$ cat config.mk
export PLATFORM = sky130hd
export DESIGN_NAME = code_line_filter_dedup
export DESIGN_NICKNAME = d
export VERILOG_FILES = /design/src/design/clfd_pkg.sv /design/src/design/clfd_mem.sv /design/src/design/clfd_core.sv /design/src/design/code_line_filter_dedup.sv
export VERILOG_INCLUDE_DIRS = /design/src /design/src/design
export SDC_FILE = /design/constraint.sdc
export NUM_CORES = 2
export LEC_CHECK = 0
export ABC_CLOCK_PERIOD_IN_PS = 7800
export CAP_MARGIN = 5
export CORE_ASPECT_RATIO = 1.1
export CORE_MARGIN = 4
export CORE_UTILIZATION = 45
export CTS_CLUSTER_DIAMETER = 100
export DETAILED_ROUTE_END_ITERATION = 10
export DONT_BUFFER_PORTS = 1
export PLACE_DENSITY = 0.64
export SLEW_MARGIN = 25
export SYNTH_ARGS = -nofsm -noshare
export SYNTH_HDL_FRONTEND = slang
export SYNTH_SLANG_ARGS = --single-unit
$ cat constraint.sdc
create_clock -name clk -period 7.8 [get_ports clk]
set_clock_uncertainty 0.05 [all_clocks]
set_input_delay 1.17 -clock clk [delete_from_list [all_inputs] [get_ports clk]]
set_output_delay 1.17 -clock clk [all_outputs]
set_load 0.01 [all_outputs]
$ cat src/design/code_line_filter_dedup_defines.svh
// ----------------------------------------------------------------------------
// code_line_filter_dedup_defines
// assertion macros used by the scanner line filter core
// ----------------------------------------------------------------------------
`ifndef CODE_LINE_FILTER_DEDUP_DEFINES_SVH
`define CODE_LINE_FILTER_DEDUP_DEFINES_SVH

// condition that holds at every clock edge outside reset
`define CLFD_ASSERT_ALWAYS(label, cond, msg) \
	label: assert property (@(posedge clk) disable iff (!arst_n) (cond)) else $error(msg);

// consequence that holds in the cycle after the antecedent
`define CLFD_ASSERT_NEXT(label, ante, cons, msg) \
	label: assert property (@(posedge clk) disable iff (!arst_n) (ante) |=> (cons)) \
		else $error(msg);

`endif

$ cat src/design/clfd_pkg.sv
// ----------------------------------------------------------------------------
// clfd_pkg
// types, constants and character helpers of the scanner line filter
// ----------------------------------------------------------------------------
package clfd_pkg;

	localparam int CODE_DEPTH_DEF = 64;
	localparam int LINE_LIMIT_DEF = 128;

	localparam logic [15:0] DUP_WINDOW_RST = 16'd700;
	localparam logic [6:0]  MIN_LEN_RST    = 7'd6;
	localparam logic [6:0]  MAX_LEN_RST    = 7'd64;

	localparam logic [7:0] CHAR_LO = 8'd32;
	localparam logic [7:0] CHAR_HI = 8'd126;
	localparam logic [7:0] CHAR_CR = 8'h0d;
	localparam logic [7:0] CHAR_LF = 8'h0a;

	localparam logic [1:0] REG_DUP_WINDOW = 2'd0;
	localparam logic [1:0] REG_MIN_LEN    = 2'd1;
	localparam logic [1:0] REG_MAX_LEN    = 2'd2;

	typedef enum logic [1:0] {
		ST_OK       = 2'd0,
		ST_DUP      = 2'd1,
		ST_BAD_LEN  = 2'd2,
		ST_BAD_CHAR = 2'd3
	} status_t;

	typedef enum logic [1:0] {
		S_IDLE,
		S_CMP,
		S_LEND,
		S_WOUT
	} state_t;

	typedef struct packed {
		logic [15:0] dup_window_ms;
		logic [6:0]  min_length;
		logic [6:0]  max_length;
	} cfg_t;

	function automatic logic is_printable(input logic [7:0] c);
		return (c >= CHAR_LO) && (c <= CHAR_HI);
	endfunction

	function automatic logic is_eol(input logic [7:0] c);
		return (c == CHAR_CR) || (c == CHAR_LF);
	endfunction

	// digits, letters and - _ . : /
	function automatic logic char_allowed(input logic [7:0] c);
		return (c >= 8'h30 && c <= 8'h39) || (c >= 8'h41 && c <= 8'h5a) ||
			(c >= 8'h61 && c <= 8'h7a) || c == 8'h2d || c == 8'h5f ||
			c == 8'h2e || c == 8'h3a || c == 8'h2f;
	endfunction

endpackage

$ cat src/design/clfd_mem.sv
// ----------------------------------------------------------------------------
// clfd_mem
// code bank memory, one write and one read port, registered read data
// ----------------------------------------------------------------------------
module clfd_mem #(
	parameter int DEPTH = 2 * clfd_pkg::CODE_DEPTH_DEF,
	parameter int AW    = $clog2(DEPTH)
) (
	input  logic          clk,
	input  logic          we,
	input  logic [AW-1:0] waddr,
	input  logic [7:0]    wdata,
	input  logic          re,
	input  logic [AW-1:0] raddr,
	output logic [7:0]    rdata
);

	logic [7:0] mem_q [DEPTH];

	always_ff @(posedge clk) begin
		if (we) begin
			mem_q[waddr] <= wdata;
		end
	end

	// read data holds until the next read
	always_ff @(posedge clk) begin
		if (re) begin
			rdata <= mem_q[raddr];
		end
	end

endmodule

$ cat src/design/clfd_core.sv
// ----------------------------------------------------------------------------
// clfd_core
// line collection, code check and character walk over the code banks
// ----------------------------------------------------------------------------
`include "code_line_filter_dedup_defines.svh"

module clfd_core #(
	parameter int CODE_DEPTH = clfd_pkg::CODE_DEPTH_DEF,
	parameter int LINE_LIMIT = clfd_pkg::LINE_LIMIT_DEF
) (
	input  logic          clk,
	input  logic          arst_n,
	input  clfd_pkg::cfg_t cfg,
	input  logic          in_valid,
	output logic          in_ready,
	input  logic          op,
	input  logic [7:0]    rx_byte,
	output logic          out_valid,
	input  logic          out_ready,
	output logic [1:0]    status,
	output logic [7:0]    code_char,
	output logic [7:0]    code_length,
	output logic [31:0]   time_ms,
	output logic          is_last
);
	import clfd_pkg::*;

	localparam int LCW  = $clog2(LINE_LIMIT + 1);
	localparam int LLW  = $clog2(CODE_DEPTH + 1);
	localparam int IW   = $clog2(CODE_DEPTH);
	localparam int AW   = $clog2(2 * CODE_DEPTH);
	localparam int W0   = (LCW > LLW) ? LCW : LLW;
	localparam int CMPW = (W0 > 7) ? W0 : 7;

	function automatic logic [AW-1:0] bank_addr(input logic b, input logic [IW-1:0] i);
		return b ? (AW'(CODE_DEPTH) + AW'(i)) : AW'(i);
	endfunction

	state_t          state_q, state_d;
	logic [LCW-1:0]  line_count_q;
	logic            chars_ok_q;
	logic            same_q;
	logic            last_bank_q;
	logic [LLW-1:0]  last_length_q;
	logic [31:0]     ms_q;
	logic [31:0]     last_time_q;
	logic [7:0]      byte_q;
	logic [LLW-1:0]  walk_q;

	logic            out_valid_q;
	status_t         status_q;
	logic [7:0]      char_q;
	logic [7:0]      len_q;
	logic [31:0]     time_q;
	logic            last_q;

	logic            mem_we, mem_re;
	logic [AW-1:0]   mem_waddr, mem_raddr;
	logic [7:0]      mem_rdata;

	logic            accept, out_free;
	logic            cnt_inc, bad_char, same_clr, clr_line, commit, walk_inc, tick;
	logic            load_out;
	status_t         out_status;
	logic [7:0]      out_char;
	logic            out_last;
	status_t         chk_status;
	logic [CMPW-1:0] len_w, maxl_w;
	logic [LLW-1:0]  walk_nx;
	logic            walk_last;
	logic            cur_bank;

	clfd_mem #(
		.DEPTH (2 * CODE_DEPTH),
		.AW    (AW)
	) u_mem (
		.clk   (clk),
		.we    (mem_we),
		.waddr (mem_waddr),
		.wdata (rx_byte),
		.re    (mem_re),
		.raddr (mem_raddr),
		.rdata (mem_rdata)
	);

	assign in_ready = (state_q == S_IDLE);
	assign accept   = in_valid && in_ready;
	assign out_free = !out_valid_q || out_ready;
	assign cur_bank = ~last_bank_q;

	assign len_w     = CMPW'(line_count_q);
	assign maxl_w    = (CMPW'(cfg.max_length) > CMPW'(CODE_DEPTH)) ? CMPW'(CODE_DEPTH)
		: CMPW'(cfg.max_length);
	assign walk_nx   = walk_q + 1'b1;
	assign walk_last = (CMPW'(walk_nx) == len_w);

	always_comb begin
		if (len_w < CMPW'(cfg.min_length) || len_w > maxl_w) begin
			chk_status = ST_BAD_LEN;
		end else if (!chars_ok_q) begin
			chk_status = ST_BAD_CHAR;
		end else if (same_q && len_w == CMPW'(last_length_q) &&
				(ms_q - last_time_q) < {16'd0, cfg.dup_window_ms}) begin
			chk_status = ST_DUP;
		end else begin
			chk_status = ST_OK;
		end
	end

	always_comb begin
		state_d    = state_q;
		mem_we     = 1'b0;
		mem_re     = 1'b0;
		mem_waddr  = bank_addr(cur_bank, IW'(line_count_q));
		mem_raddr  = bank_addr(last_bank_q, IW'(line_count_q));
		cnt_inc    = 1'b0;
		bad_char   = 1'b0;
		same_clr   = 1'b0;
		clr_line   = 1'b0;
		commit     = 1'b0;
		walk_inc   = 1'b0;
		tick       = 1'b0;
		load_out   = 1'b0;
		out_status = ST_OK;
		out_char   = mem_rdata;
		out_last   = 1'b1;
		unique case (state_q)
			S_IDLE: begin
				if (accept && op) begin
					tick = 1'b1;
				end else if (accept && is_eol(rx_byte)) begin
					if (line_count_q != '0) begin
						state_d = S_LEND;
					end
				end else if (accept && is_printable(rx_byte) &&
						CMPW'(line_count_q) < CMPW'(LINE_LIMIT)) begin
					cnt_inc  = 1'b1;
					bad_char = !char_allowed(rx_byte);
					if (CMPW'(line_count_q) < CMPW'(CODE_DEPTH)) begin
						mem_we = 1'b1;
					end
					// compare against the stored code while it is long enough
					if (CMPW'(line_count_q) < CMPW'(last_length_q)) begin
						mem_re  = 1'b1;
						state_d = S_CMP;
					end else begin
						same_clr = 1'b1;
					end
				end
			end
			S_CMP: begin
				same_clr = (mem_rdata != byte_q);
				state_d  = S_IDLE;
			end
			S_LEND: begin
				if (chk_status != ST_OK) begin
					if (out_free) begin
						load_out   = 1'b1;
						out_status = chk_status;
						out_char   = 8'd0;
						clr_line   = 1'b1;
						state_d    = S_IDLE;
					end
				end else begin
					mem_re    = 1'b1;
					mem_raddr = bank_addr(cur_bank, IW'(walk_q));
					state_d   = S_WOUT;
				end
			end
			S_WOUT: begin
				if (out_free) begin
					load_out = 1'b1;
					out_last = walk_last;
					if (walk_last) begin
						commit   = 1'b1;
						clr_line = 1'b1;
						state_d  = S_IDLE;
					end else begin
						walk_inc  = 1'b1;
						mem_re    = 1'b1;
						mem_raddr = bank_addr(cur_bank, IW'(walk_nx));
					end
				end
			end
			default: begin
				state_d = S_IDLE;
			end
		endcase
	end

	always_ff @(posedge clk or negedge arst_n) begin
		if (!arst_n) begin
			state_q <= S_IDLE;
		end else begin
			state_q <= state_d;
		end
	end

	always_ff @(posedge clk or negedge arst_n) begin
		if (!arst_n) begin
			line_count_q  <= '0;
			chars_ok_q    <= 1'b1;
			same_q        <= 1'b1;
			last_bank_q   <= 1'b0;
			last_length_q <= '0;
			ms_q          <= '0;
			last_time_q   <= '0;
			walk_q        <= '0;
			out_valid_q   <= 1'b0;
		end else begin
			if (tick) begin
				ms_q <= ms_q + 32'd1;
			end
			if (clr_line) begin
				line_count_q <= '0;
				chars_ok_q   <= 1'b1;
				same_q       <= 1'b1;
				walk_q       <= '0;
			end else begin
				if (cnt_inc) begin
					line_count_q <= line_count_q + 1'b1;
				end
				if (bad_char) begin
					chars_ok_q <= 1'b0;
				end
				if (same_clr) begin
					same_q <= 1'b0;
				end
				if (walk_inc) begin
					walk_q <= walk_nx;
				end
			end
			if (commit) begin
				last_bank_q   <= cur_bank;
				last_length_q <= LLW'(line_count_q);
				last_time_q   <= ms_q;
			end
			if (load_out) begin
				out_valid_q <= 1'b1;
			end else if (out_ready) begin
				out_valid_q <= 1'b0;
			end
		end
	end

	always_ff @(posedge clk) begin
		if (accept) begin
			byte_q <= rx_byte;
		end
		if (load_out) begin
			status_q <= out_status;
			char_q   <= out_char;
			len_q    <= 8'(line_count_q);
			time_q   <= ms_q;
			last_q   <= out_last;
		end
	end

	assign out_valid   = out_valid_q;
	assign status      = status_q;
	assign code_char   = char_q;
	assign code_length = len_q;
	assign time_ms     = time_q;
	assign is_last     = last_q;

	`CLFD_ASSERT_ALWAYS(a_count_range, (CMPW'(line_count_q) <= CMPW'(LINE_LIMIT)) && (CMPW'(last_length_q) <= CMPW'(CODE_DEPTH)), "line or last code length out of range")

	`CLFD_ASSERT_ALWAYS(a_status_shape, !(out_valid_q && status_q != ST_OK) || (char_q == 8'd0 && last_q), "status result carries a character or is not last")

	`CLFD_ASSERT_NEXT(a_commit, state_q == S_WOUT && out_free && walk_last, last_length_q == $past(LLW'(line_count_q)) && line_count_q == '0 && last_bank_q != $past(last_bank_q), "accepted code not committed")

	`CLFD_ASSERT_ALWAYS(a_cmp_entry, state_q != S_CMP || $past(accept && !op), "compare without a byte request")

endmodule

$ cat src/design/code_line_filter_dedup.sv
// ----------------------------------------------------------------------------
// code_line_filter_dedup
// scanner line filter: collects printable bytes, checks length and character
// set, suppresses repeats of the last code and streams accepted codes out
// ----------------------------------------------------------------------------
//
// channel | signals                                       | direction
// --------+-----------------------------------------------+----------
// in      | in_valid, in_ready, op, rx_byte               | request in
// out     | out_valid, out_ready, status, code_char,      | request out
//         | code_length, time_ms, is_last                 |
// cfg     | cfg_we, cfg_index, cfg_data                   | write in
//
// a tick or a byte not compared to the stored code is taken in the idle state
// a byte within the length of the last code reads the code bank memory, then
//   compares against the stored character in the compare state
// a line end is taken as the request, then checked; an accepted code then
//   streams out one character per cycle, set by the single memory read port;
//   slower while out stalls
// reset clears all control state; the code banks need no clearing pass
// a stalled out request holds in the output register; in stays ready while idle
module code_line_filter_dedup #(
	parameter int CODE_DEPTH = clfd_pkg::CODE_DEPTH_DEF,
	parameter int LINE_LIMIT = clfd_pkg::LINE_LIMIT_DEF
) (
	input  logic        clk,
	input  logic        arst_n,
	input  logic        in_valid,
	output logic        in_ready,
	input  logic        op,
	input  logic [7:0]  rx_byte,
	output logic        out_valid,
	input  logic        out_ready,
	output logic [1:0]  status,
	output logic [7:0]  code_char,
	output logic [7:0]  code_length,
	output logic [31:0] time_ms,
	output logic        is_last,
	input  logic        cfg_we,
	input  logic [1:0]  cfg_index,
	input  logic [15:0] cfg_data
);
	import clfd_pkg::*;

	cfg_t cfg_q;

	always_ff @(posedge clk or negedge arst_n) begin
		if (!arst_n) begin
			cfg_q.dup_window_ms <= DUP_WINDOW_RST;
			cfg_q.min_length    <= MIN_LEN_RST;
			cfg_q.max_length    <= MAX_LEN_RST;
		end else if (cfg_we) begin
			unique case (cfg_index)
				REG_DUP_WINDOW: cfg_q.dup_window_ms <= cfg_data;
				REG_MIN_LEN:    cfg_q.min_length    <= cfg_data[6:0];
				REG_MAX_LEN:    cfg_q.max_length    <= cfg_data[6:0];
				default: begin
				end
			endcase
		end
	end

	clfd_core #(
		.CODE_DEPTH (CODE_DEPTH),
		.LINE_LIMIT (LINE_LIMIT)
	) u_core (
		.clk         (clk),
		.arst_n      (arst_n),
		.cfg         (cfg_q),
		.in_valid    (in_valid),
		.in_ready    (in_ready),
		.op          (op),
		.rx_byte     (rx_byte),
		.out_valid   (out_valid),
		.out_ready   (out_ready),
		.status      (status),
		.code_char   (code_char),
		.code_length (code_length),
		.time_ms     (time_ms),
		.is_last     (is_last)
	);

endmodule
==> results.py <==
metrics = {
    "clock_network": {
        "cts_buffer_depth": 3,
        "cts_tree": "built",
        "holdBufCountCts": 0,
        "cts_root_buffer": "clkbuf_16",
        "cts_buffers": 119,
        "clkSinkCount": 1213,
        "htreeDepth": 3,
        "insertion_delay_ps": 760,
        "clkTransAtPathRegs_ps": 60,
    },
    "sta": {
        "max_slew_margin_pct": 20.1,
        "max_freq_ghz": 0.130,
        "hold_ws_ps": 85.4,
        "fin_ws_ps": 83.2,
        "period_minus_slack_ps": 7720,
        "slew_viol_final": 0,
        "worstMarginPinSlew_ps": 1170,
        "period_share_pct": 98.9,
        "finalSetupViolCount": 0,
        "hold_viol_final": 0,
        "grt_setup_unrepaired": "false",
    },
    "synth": {
        "synthArstFlopShare_pct": 10.1,
        "ys.flop_type": "edfxtp_1",
        "synth.top_cells.by_count": "edfxtp_1 (1,091), nand2_1 (498), mux2i_1 (325)",
        "synth_fp_nets": 3928,
        "avgSynthCellArea_sq_um": 13.6,
        "synth_seq_cells": 1213,
        "synth_cell_types": 87,
        "synth_cells": 3825,
        "yosysTopAreaCell": "edfxtp_1",
        "ys_warn_count": 0,
        "synth.area.top_cells": "edfxtp_1 (63%), mux2i_1 (6.2%), dfrtp_1 (5.3%)",
        "yosysMostFrequentCell": "edfxtp_1",
        "synth.yosys.seq_area_share_pct": 68.7,
        "synth-edff-count": 1091,
        "syn_area_sq_um": 52100,
        "synth_top_area_share_pct": 62.8,
    },
    "global_route": {
        "grt_max_degree": 138,
        "grt_pass1_vias": 31391,
        "gr-usage-met1_pct": 31.8,
        "grtUsageMet2_pct": 36.8,
        "grt_antenna_before_repair": 1,
        "grt_pass1_wl_um": 213000,
        "busiest_layer": "met2",
        "grt_overflow": 0,
        "gr-usage-met3_pct": 4.87,
        "grt_use_total_pct": 23.3,
    },
    "route": {
        "wl_um": 144000,
        "drtIter0Drc": 3855,
        "drcViolationCount": 0,
        "firstDrtPassIters": 10,
        "dr_total_vias": 32628,
        "viasPerCell": 5.94,
        "drtAntennaViolNets": 0,
        "wl_per_cell_um": 26.2,
    },
    "die": {
        "die_h_um": 365,
        "io_pins": 85,
        "row_count": 130,
        "start_util_pct": 45.5,
        "dieArea_sq_um": 121000,
        "core_area_sq_um": 115000,
        "die_x_um": 333,
    },
    "place": {
        "post-place-ws_ps": -347,
        "placed_cell_area_sq_um": 54200,
        "gp_congestion": 0.980,
        "port_buffers": 0,
        "hpwl_um": 90500,
    },
    "setup_path": {
        "critPathCaptureType": "flip-flop",
        "worst-setup-path-type": "reg -> reg",
        "crit_path_max_fanout": 11,
        "cp-start-kind": "flip-flop",
        "cp.arrival_ps": 8170,
        "cp_data_required_time_ps": 8250,
    },
    "layout": {
        "syn_to_final_growth_pct": 12.3,
        "multi_input_comb_area_sq_um": 15200,
        "fillers": 9582,
        "fin_area_sq_um": 58600,
        "register_area_sq_um": 35800,
        "nNetsFinal": 3976,
        "layout-drive-gt1-share_pct": 11.9,
    },
    "run_status": {
        "status": "completed",
    },
    "worst_hold_path": {
        "worstHoldPathType": "in -> async",
    },
    "power_and_ir_drop": {
        "p_per_area_nw_per_um2": 333,
        "leakage_uw": 0.0207,
        "vdd_drop_max_mv": 0.232,
    },
    "run": {
        "maxCapViolCount": 0,
    },
}
-- logic make-up (layout without fill, tap and decap cells) --
group           count (synthesis)  after routing  synth area share (%)
fa+ha+maj                      71             71                  1.72
compound gates                652            652                  8.24
mux                           408            408                  8.03
simple gates                 1109           1109                  9.33
xor+xnor                       84             84                  1.43
flops                        1213           1213                  68.7
buf+inv                       288            440                  2.53
other cells                     0              2                     0
-- power breakdown --
part | total [uW] | internal, uW | switching (uW) | leakage (uW)
Clock | 5980 | 3470 | 2510 | 0.00198
Sequential | 7510 | 7340 | 174 | 0.0114
Combinational | 5990 | 2130 | 3850 | 0.00733
Total | 19500 | 12900 | 6540 | 0.0207
-- worst max-delay path, cell delays in order, from the launching register on --
cell and delay [ps]:
dfrtp_1 440, ha_1 390, o211ai_1 130, a21oi_1 290
o21ai_0 230, a21boi_1 400, nor2_1 110, xnor2_1 150
ha_1 290, and4_1 200, a22oi_1 190, o211ai_1 110
or4_1 540, a2111o_1 400, nor4_4 340, nand4_2 270
and2_4 340, a211o_1 380, nor3_1 220, buf_4 190
nand2_1 290, a2111oi_0 1010, a221oi_1 220, o2111ai_1 230
nor3_1 80
-- placed cells by master, fill, tap and decap left out, types with 12 or more instances in the layout --
cell	Yosys	layout
o22ai_1	45	45
mux2_2	82	82
a2111oi_0	19	12
o21ai_0	144	142
clkinv_2	0	21
a21boi_0	17	15
clkbuf_16	0	121
nand3_1	167	167
o32ai_1	15	13
edfxtp_1	1091	1091
a21o_1	12	12
buf_12	0	16
a21oi_1	151	150
and3_1	15	14
xor2_1	32	32
a211oi_1	69	60
mux2i_1	325	325
nand4_1	33	33
buf_4	30	112
clkbuf_1	99	21
xnor2_1	51	51
a221oi_1	22	19
bufinv_16	0	16
ha_1	70	70
nor2b_1	19	18
inv_1	83	83
o211ai_1	21	21
nor3_1	36	36
dfrtp_1	111	111
nand2_1	498	494
o21a_1	17	17
nor2_1	270	267
clkinv_1	0	19
o221ai_1	28	28
a31oi_1	16	16
-- worst paths after layout --
kind	from	to	slack (ps)	cells past startpoint
max	u_core.ms_q[4]	u_core.u_mem.rdata[0]	80	24
min	arst_n	u_core.state_q[0]	90	0
max reg2reg	u_core.ms_q[4]	u_core.u_mem.rdata[0]	80	24
min reg2reg	cfg_q[0]	cfg_q[0]	450	1
max in group asynchronous	arst_n	u_core.chars_ok_q	7380	0
min in group clk	cfg_q[0]	cfg_q[0]	450	1
-- final cells by class --
| class | instances | area share (%) |
|---|---|---|
| flip-flops and latches | 1213 | 61.2 |
| inverters | 83 | 0.532 |
| clock buffers | 152 | 5.52 |
| repair buffers | 132 | 2.08 |
| clock inverters | 73 | 1.48 |
| diodes | 2 | 0.00855 |
| multi-input cells | 2324 | 26.0 |
| well taps | 1518 | 3.24 |
-- what timing repair did --
action                     4_1_cts  5_1_grt
buffers inserted                 0        5
setup endpoints to repair        5        8
pin swaps                        0        2
gates cloned                     0        1
gates resized for setup          7       31
-- per-layer routing --
metal / vias to the layer above / wire [um]
met4: 0 / 5670
li1: 14505 / -
met1: 16327 / 58700
met5: - / 0
met3: 286 / 12700
met2: 1510 / 66800
-- registers in the layout, summed over array words and instances (netlist names), 2 cells and up --
| signal | cells |
|---|---|
| u_core.code_length | 8 |
| u_core.walk_q | 7 |
| u_core.ms_q | 32 |
| u_core.byte_q | 8 |
| u_core.last_time_q | 32 |
| u_core.u_mem.mem_q | 1024 |
| cfg_q | 30 |
| u_core.last_length_q | 7 |
| u_core.state_q | 2 |
| u_core.code_char | 8 |
| u_core.u_mem.rdata | 8 |
| u_core.len_w | 8 |
| u_core.time_ms | 32 |
| u_core.status | 2 |
-- through the flow --
stage                     TNS [ps]  utilization, %  total power, uW  cells
after global placement       -1100            47.3            13400   5264
after floorplan                  0               -            11400   3825
after detailed placement      -817            47.3            13400   5264
after CTS                        0            50.9            19400   5489
after global routing             0            51.1            20200   5495
final                            0            51.1            19500   5497
Note: power is estimated with default switching activity, not from simulation.
